**src/rtl/gn3_pkg.sv**
```systemverilog
// ----------------------------------------------------------------------------
// gn3_pkg
// Shared types, constants and the gradient table of the 3D gradient noise
// block.
// ----------------------------------------------------------------------------
package gn3_pkg;

  localparam int FRAC_BITS_DEF = 16;
  localparam int COORD_W       = 32;
  localparam int IDX_W         = 8;
  localparam int OUT_W         = 19;
  localparam int QUEUE_DEPTH   = 2;
  localparam int TAB_DEPTH     = 256;
  localparam int NCORNER       = 8;

  // Request kinds carried in req_type.
  typedef enum logic {
    REQ_EVAL = 1'b0,
    REQ_LOAD = 1'b1
  } req_t;

  // One queued beat after decode.
  typedef struct packed {
    logic               is_load;
    logic [COORD_W-1:0] cx;
    logic [COORD_W-1:0] cy;
    logic [COORD_W-1:0] cz;
    logic [IDX_W-1:0]   idx;
    logic [IDX_W-1:0]   val;
  } gn3_item_t;

  // Request into the hash unit: lattice cells or one table write.
  typedef struct packed {
    logic             valid;
    logic             is_load;
    logic [IDX_W-1:0] cell_x;
    logic [IDX_W-1:0] cell_y;
    logic [IDX_W-1:0] cell_z;
    logic [IDX_W-1:0] idx;
    logic [IDX_W-1:0] val;
  } gn3_hreq_t;

  // Gradient direction, each component in {-1, 0, 1}.
  typedef struct packed {
    logic signed [1:0] gx;
    logic signed [1:0] gy;
    logic signed [1:0] gz;
  } grad_t;

  localparam grad_t GRAD_TAB [16] = '{
    '{ 2'sd1,  2'sd1,  2'sd0}, '{-2'sd1,  2'sd1,  2'sd0},
    '{ 2'sd1, -2'sd1,  2'sd0}, '{-2'sd1, -2'sd1,  2'sd0},
    '{ 2'sd1,  2'sd0,  2'sd1}, '{-2'sd1,  2'sd0,  2'sd1},
    '{ 2'sd1,  2'sd0, -2'sd1}, '{-2'sd1,  2'sd0, -2'sd1},
    '{ 2'sd0,  2'sd1,  2'sd1}, '{ 2'sd0, -2'sd1,  2'sd1},
    '{ 2'sd0,  2'sd1, -2'sd1}, '{ 2'sd0, -2'sd1, -2'sd1},
    '{ 2'sd1,  2'sd1,  2'sd0}, '{ 2'sd0, -2'sd1,  2'sd1},
    '{-2'sd1,  2'sd1,  2'sd0}, '{ 2'sd0, -2'sd1, -2'sd1}
  };

endpackage

```
**src/rtl/gn3_in_if.sv**
```systemverilog
// ----------------------------------------------------------------------------
// gn3_in_if
// Request channel: evaluate a point or load one permutation entry.
// ----------------------------------------------------------------------------
interface gn3_in_if;
  logic                                valid;
  logic                                ready;
  logic                                req_type;
  logic signed [gn3_pkg::COORD_W-1:0]  coord_x;
  logic signed [gn3_pkg::COORD_W-1:0]  coord_y;
  logic signed [gn3_pkg::COORD_W-1:0]  coord_z;
  logic        [gn3_pkg::IDX_W-1:0]    entry_index;
  logic        [gn3_pkg::IDX_W-1:0]    entry_value;

  modport source (output valid, req_type, coord_x, coord_y, coord_z,
                  entry_index, entry_value, input ready);
  modport sink   (input valid, req_type, coord_x, coord_y, coord_z,
                  entry_index, entry_value, output ready);
endinterface

```
**src/rtl/gn3_front.sv**
```systemverilog
// ----------------------------------------------------------------------------
// gn3_front
// Accepts request beats, decodes the request kind and queues them for the
// evaluation pipeline.
// ----------------------------------------------------------------------------
module gn3_front (
  input  logic               clk,
  input  logic               rst_n,
  gn3_in_if.sink             in_ch,
  output gn3_pkg::gn3_item_t q_item,
  output logic               q_valid,
  input  logic               q_pop
);
  import gn3_pkg::*;

  localparam int AW = (QUEUE_DEPTH > 1) ? $clog2(QUEUE_DEPTH) : 1;
  localparam logic [AW:0] FULL_CNT = (AW+1)'(QUEUE_DEPTH);

  gn3_item_t     q_mem_r [QUEUE_DEPTH];
  logic [AW-1:0] wr_ptr_r, wr_ptr_nxt;
  logic [AW-1:0] rd_ptr_r, rd_ptr_nxt;
  logic [AW:0]   count_r, count_nxt;
  logic          push, pop;
  gn3_item_t     item_in;

  // Decode the incoming beat.
  always_comb begin
    item_in.is_load = (req_t'(in_ch.req_type) == REQ_LOAD);
    item_in.cx      = in_ch.coord_x;
    item_in.cy      = in_ch.coord_y;
    item_in.cz      = in_ch.coord_z;
    item_in.idx     = in_ch.entry_index;
    item_in.val     = in_ch.entry_value;
  end

  // Queue handshake.
  assign in_ch.ready = (count_r != FULL_CNT);
  assign push        = in_ch.valid && in_ch.ready;
  assign q_valid     = (count_r != '0);
  assign pop         = q_pop && q_valid;
  assign q_item      = q_mem_r[rd_ptr_r];

  always_comb begin
    wr_ptr_nxt = push ? AW'(wr_ptr_r + 1'b1) : wr_ptr_r;
    rd_ptr_nxt = pop  ? AW'(rd_ptr_r + 1'b1) : rd_ptr_r;
    count_nxt  = count_r + (AW+1)'(push) - (AW+1)'(pop);
  end

  // Queue storage.
  always_ff @(posedge clk) begin
    if (push) begin
      q_mem_r[wr_ptr_r] <= item_in;
    end
  end

  // Queue pointers.
  always_ff @(posedge clk) begin
    if (!rst_n) begin
      wr_ptr_r <= '0;
      rd_ptr_r <= '0;
      count_r  <= '0;
    end else begin
      wr_ptr_r <= wr_ptr_nxt;
      rd_ptr_r <= rd_ptr_nxt;
      count_r  <= count_nxt;
    end
  end

endmodule

```
**src/flat_wrapper.sv**
```systemverilog
// flat-port wrapper written by rule: the top's interface ports become plain ports
module gn3_front_flat import gn3_pkg::*;
  (clk, rst_n, q_item, q_valid, q_pop, in_ch_valid, in_ch_req_type, in_ch_coord_x, in_ch_coord_y, in_ch_coord_z, in_ch_entry_index, in_ch_entry_value, in_ch_ready);
  gn3_in_if in_ch_i ();
  input  logic clk;
  input  logic rst_n;
  output gn3_pkg::gn3_item_t q_item;
  output logic q_valid;
  input  logic q_pop;
  input wire logic [$bits(in_ch_i.valid)-1:0] in_ch_valid;
  input wire logic [$bits(in_ch_i.req_type)-1:0] in_ch_req_type;
  input wire logic [$bits(in_ch_i.coord_x)-1:0] in_ch_coord_x;
  input wire logic [$bits(in_ch_i.coord_y)-1:0] in_ch_coord_y;
  input wire logic [$bits(in_ch_i.coord_z)-1:0] in_ch_coord_z;
  input wire logic [$bits(in_ch_i.entry_index)-1:0] in_ch_entry_index;
  input wire logic [$bits(in_ch_i.entry_value)-1:0] in_ch_entry_value;
  output wire logic [$bits(in_ch_i.ready)-1:0] in_ch_ready;
  assign in_ch_i.valid = in_ch_valid;
  assign in_ch_i.req_type = in_ch_req_type;
  assign in_ch_i.coord_x = in_ch_coord_x;
  assign in_ch_i.coord_y = in_ch_coord_y;
  assign in_ch_i.coord_z = in_ch_coord_z;
  assign in_ch_i.entry_index = in_ch_entry_index;
  assign in_ch_i.entry_value = in_ch_entry_value;
  assign in_ch_ready = in_ch_i.ready;
  gn3_front u_core (.clk(clk), .rst_n(rst_n), .in_ch(in_ch_i), .q_item(q_item), .q_valid(q_valid), .q_pop(q_pop));
endmodule
```
**config.mk**
```make
export PLATFORM = sky130hd
export DESIGN_NAME = gn3_front_flat
export DESIGN_NICKNAME = d
export VERILOG_FILES = /design/src/rtl/gn3_pkg.sv /design/src/rtl/gn3_in_if.sv /design/src/rtl/gn3_front.sv /design/src/flat_wrapper.sv
export SDC_FILE = /design/constraint.sdc
export NUM_CORES = 1
export LEC_CHECK = 0
export BUFFER_PORTS_ARGS = -buffer_cell sky130_fd_sc_hd__clkbuf_2
export CORE_MARGIN = 3
export CORE_UTILIZATION = 38
export CTS_CLUSTER_SIZE = 8
export DETAILED_ROUTE_END_ITERATION = 8
export PLACE_DENSITY = 0.72
export SYNTH_ARGS = -nofsm -noshare
export SYNTH_HDL_FRONTEND = slang
export SYNTH_SLANG_ARGS = --single-unit
```
**constraint.sdc**
```tcl
create_clock -name clk -period 7.2 [get_ports clk]
set_input_delay 0.72 -clock clk [delete_from_list [all_inputs] [get_ports clk]]
set_output_delay 0.72 -clock clk [all_outputs]
set_load 0.01 [all_outputs]
```
==> out/metrics.cfg <==
[grt]
grt_pass1_vias = 4713
grt_usage_pct = 12.99
overflow = 0
grt_max_degree = 89
antenna_found_initial = 0
grt_pass1_wl_um = 24940

[clocking]
cts.htree.levels = 2
clock_latency_ns = 0.48
cts_sinks = 231
cts_hold_buf = 0
numCtsBuffers = 34
cts_tree = built
clock_path_buffers = 3
cts_resized = 0
root_buffer = clkbuf_16
clk_pin_slew_ns = 0.05
cts_setup_buffers = 0

[floorplanning]
initial_core_util_pct = 39.20
boundaryPins = 232
placementRows = 54
die_w_um = 157.2
die-area_sq_um = 24710
fp.coreArea_sq_um = 22160
die_h_um = 157.2

[place]
dpl_worst_slack_ns = 3.931
gp_congestion = 0.7555
hpwl_um = 10880
io_buffers = 231

[critical_path]
timing.rr.start = u_core.count_r[0]
cpMaxStageDelayCell = buf_4
critPathMaxFanout = 66
cp-start-kind = flip-flop
required_ns = 6.48
critPathArrivalTime_ns = 2.90
crit_type = flip-flop to primary output
ff2ff_path_depth = 4
crit_path_cell_trace = buf_4 -> mux2_2 -> clkbuf_2
cp-end-kind = primary output
r2r_slack_ns = 4.30
reg2reg_to = u_core.q_mem_r[0][16]
crit_path_max_incr_delay_ns = 0.90

[timing]
fin_skew_ns = 0.01503
period_share_pct = 50.22
rsz0062_at_grt = false
period_needed_ns = 3.616
max_slew_margin_pct = 18.59
slew_violations = 0
setup_slack_ns = 3.584
tightest_slew_ns = 1.221
finalHoldViolCount = 0
fin_setup_tns_ns = 0
finalSetupViolations = 0
fmax_ghz = 0.2766

[logic_synthesis]
synth_top_family_by_area = multiplexers
synthAdderAreaFrac_pct = 0.2881
synth_area_sq_um = 8687
synthCells = 377
synth_edf_count = 226
synth-simple-area-share_pct = 0.7922
synth_xor_area_share_pct = 0.3025
syn_area_per_cell_sq_um = 23.04
synth_most_common_cell = edfxtp_1
synthTopCellsByCount = 226 x edfxtp_1, 70 x mux2_4, 43 x mux2_2, 8 x buf_6, 5 x dfxtp_1
synthMuxAreaShare_pct = 17.67
netlist.area_leader.share_pct = 78.12
synth_cell_types = 19
ys_ff_latch = 231
syn_nets = 496
synth-main-ff-cell = edfxtp_1
synth_largest_area_cell = edfxtp_1
synth_compound_area_share_pct = 0.1440
yosysSeqAreaShare_pct = 79.27
ys.warnings.count = 0
synthTopCellsByArea = edfxtp_1 78%, mux2_4 12%, mux2_2 5.6%
synth-async-reset-ratio_pct = 0

[drt]
detail_route.wl_per_cell_um = 17.83
dr.pass1.iters = 5
first_iter_violations = 132
ant_nets = 0
via_per_inst = 4.760
vias = 4384
finalWirelength_um = 16430
drc_errors = 0

[hold_path]
min_path_cells = 1
hp-start = in_ch_coord_z[13]
hp-class = input port to flip-flop
hold_path_end = u_core.q_mem_r[1][29]

[final_layout]
drive_gt1_share_pct = 60.37
syn_to_final_growth_pct = 26.83
layout.nets = 753
n_antenna_cell = 0

[power]
p_per_area_nw_per_um2 = 378.0
power_mw = 4.165
p_leak_nw = 4.293
peakVddDrop_mv = 0.2252

[outcome]
status = complete, no violations

[run]
max-cap-violations = 0

==> per-layer routing <==
layer | share of wire, % | up-vias | track usage (%)
met5 | 0 | - | 0
met4 | 1.9 | 0 | 3.719
met3 | 8.4 | 30 | 5.142
met2 | 51 | 181 | 22.12
met1 | 39 | 2168 | 15.35
li1 | - | 2005 | -
==> registers in the layout, summed over array words and instances (netlist names), named ones only <==
signal           flops
u_core.q_mem_r     226
u_core.count_r       2
u_core.rd_ptr_r      1
u_core.wr_ptr_r      1
==> final cells by class <==
class,count,area [sq um]
clock buffers,42,902.1
clock inverters,1,8.758
fillers,1833,11140
inverters,2,7.507
multi-input cells,131,1680
flip-flops and latches,231,6890
well taps,280,350.3
repair buffers,234,1179
==> report_power, final <==
part / switching, mW / total [mW] / internal, mW
registers: 0.0980 / 1.81 / 1.72
logic: 0.478 / 0.992 / 0.513
clock network: 0.496 / 1.36 / 0.862
total: 1.07 / 4.17 / 3.09
==> critical path: cells and delay by family, from the launching register on <==
| kind | cells | cell delay [ns] |
|---|---|---|
| buffers and inverters | 2 | 1.03 |
| muxes | 1 | 0.42 |
| DFF | 1 | 0.86 |
==> cells in the final DEF, fill, tap and decap left out <==
cell,n
clkbuf_16,35
buf_4,3
nand2b_1,1
inv_1,2
clkbuf_2,231
dfxtp_1,4
clkbuf_1,7
nand2_1,1
or2_2,1
ha_1,2
o21ai_0,1
xnor2_1,3
and2_1,3
and3_4,1
o21a_1,1
nor2b_1,2
mux2_4,70
nand4b_1,1
edfxtp_1,226
nor2b_4,1
mux2_2,43
dfxtp_4,1
inv_6,1
==> how the worst max path moves through the flow <==
stage	endpoint	slack (ns)	cells past startpoint	startpoint
3_3_place_gp	u_core.q_mem_r[0][3]	4.05	4	in_ch_valid
3_5_place_dp	u_core.q_mem_r[0][10]	3.93	4	in_ch_valid
5_1_grt	q_item[101]	3.40	3	flip-flop
6_report	q_item[101]	3.58	3	flip-flop
2_1_floorplan	u_core.q_mem_r[0][0]	0.74	2	in_ch_valid
4_1_cts	q_item[101]	3.49	3	flip-flop
==> logic make-up (layout without fill, tap and decap cells) <==
kind of cell / count (synthesis) / after routing
flip-flops: 231 / 231
AO/OA/AOI/OAI: 2 / 2
multiplexers: 113 / 113
AND/OR/NAND/NOR: 11 / 11
XOR/XNOR: 3 / 3
adder cells (fa/ha/maj): 2 / 2
buffers and inverters: 15 / 279
==> metrics by stage <==
stage | util [%] | std cells | hold slack (ns) | area [sq um]
final | 49.72 | 921 | 0.4225 | 11020
after global routing | 49.72 | 921 | 0.3916 | 11020
after CTS | 49.72 | 921 | 0.3923 | 11020
after detailed placement | 45.61 | 878 | 0.5313 | 10110
after global placement | 45.61 | 878 | 0.5101 | 10110
after floorplan | - | 377 | 0.4528 | 8687
Note: power is estimated with default switching activity, not from simulation.
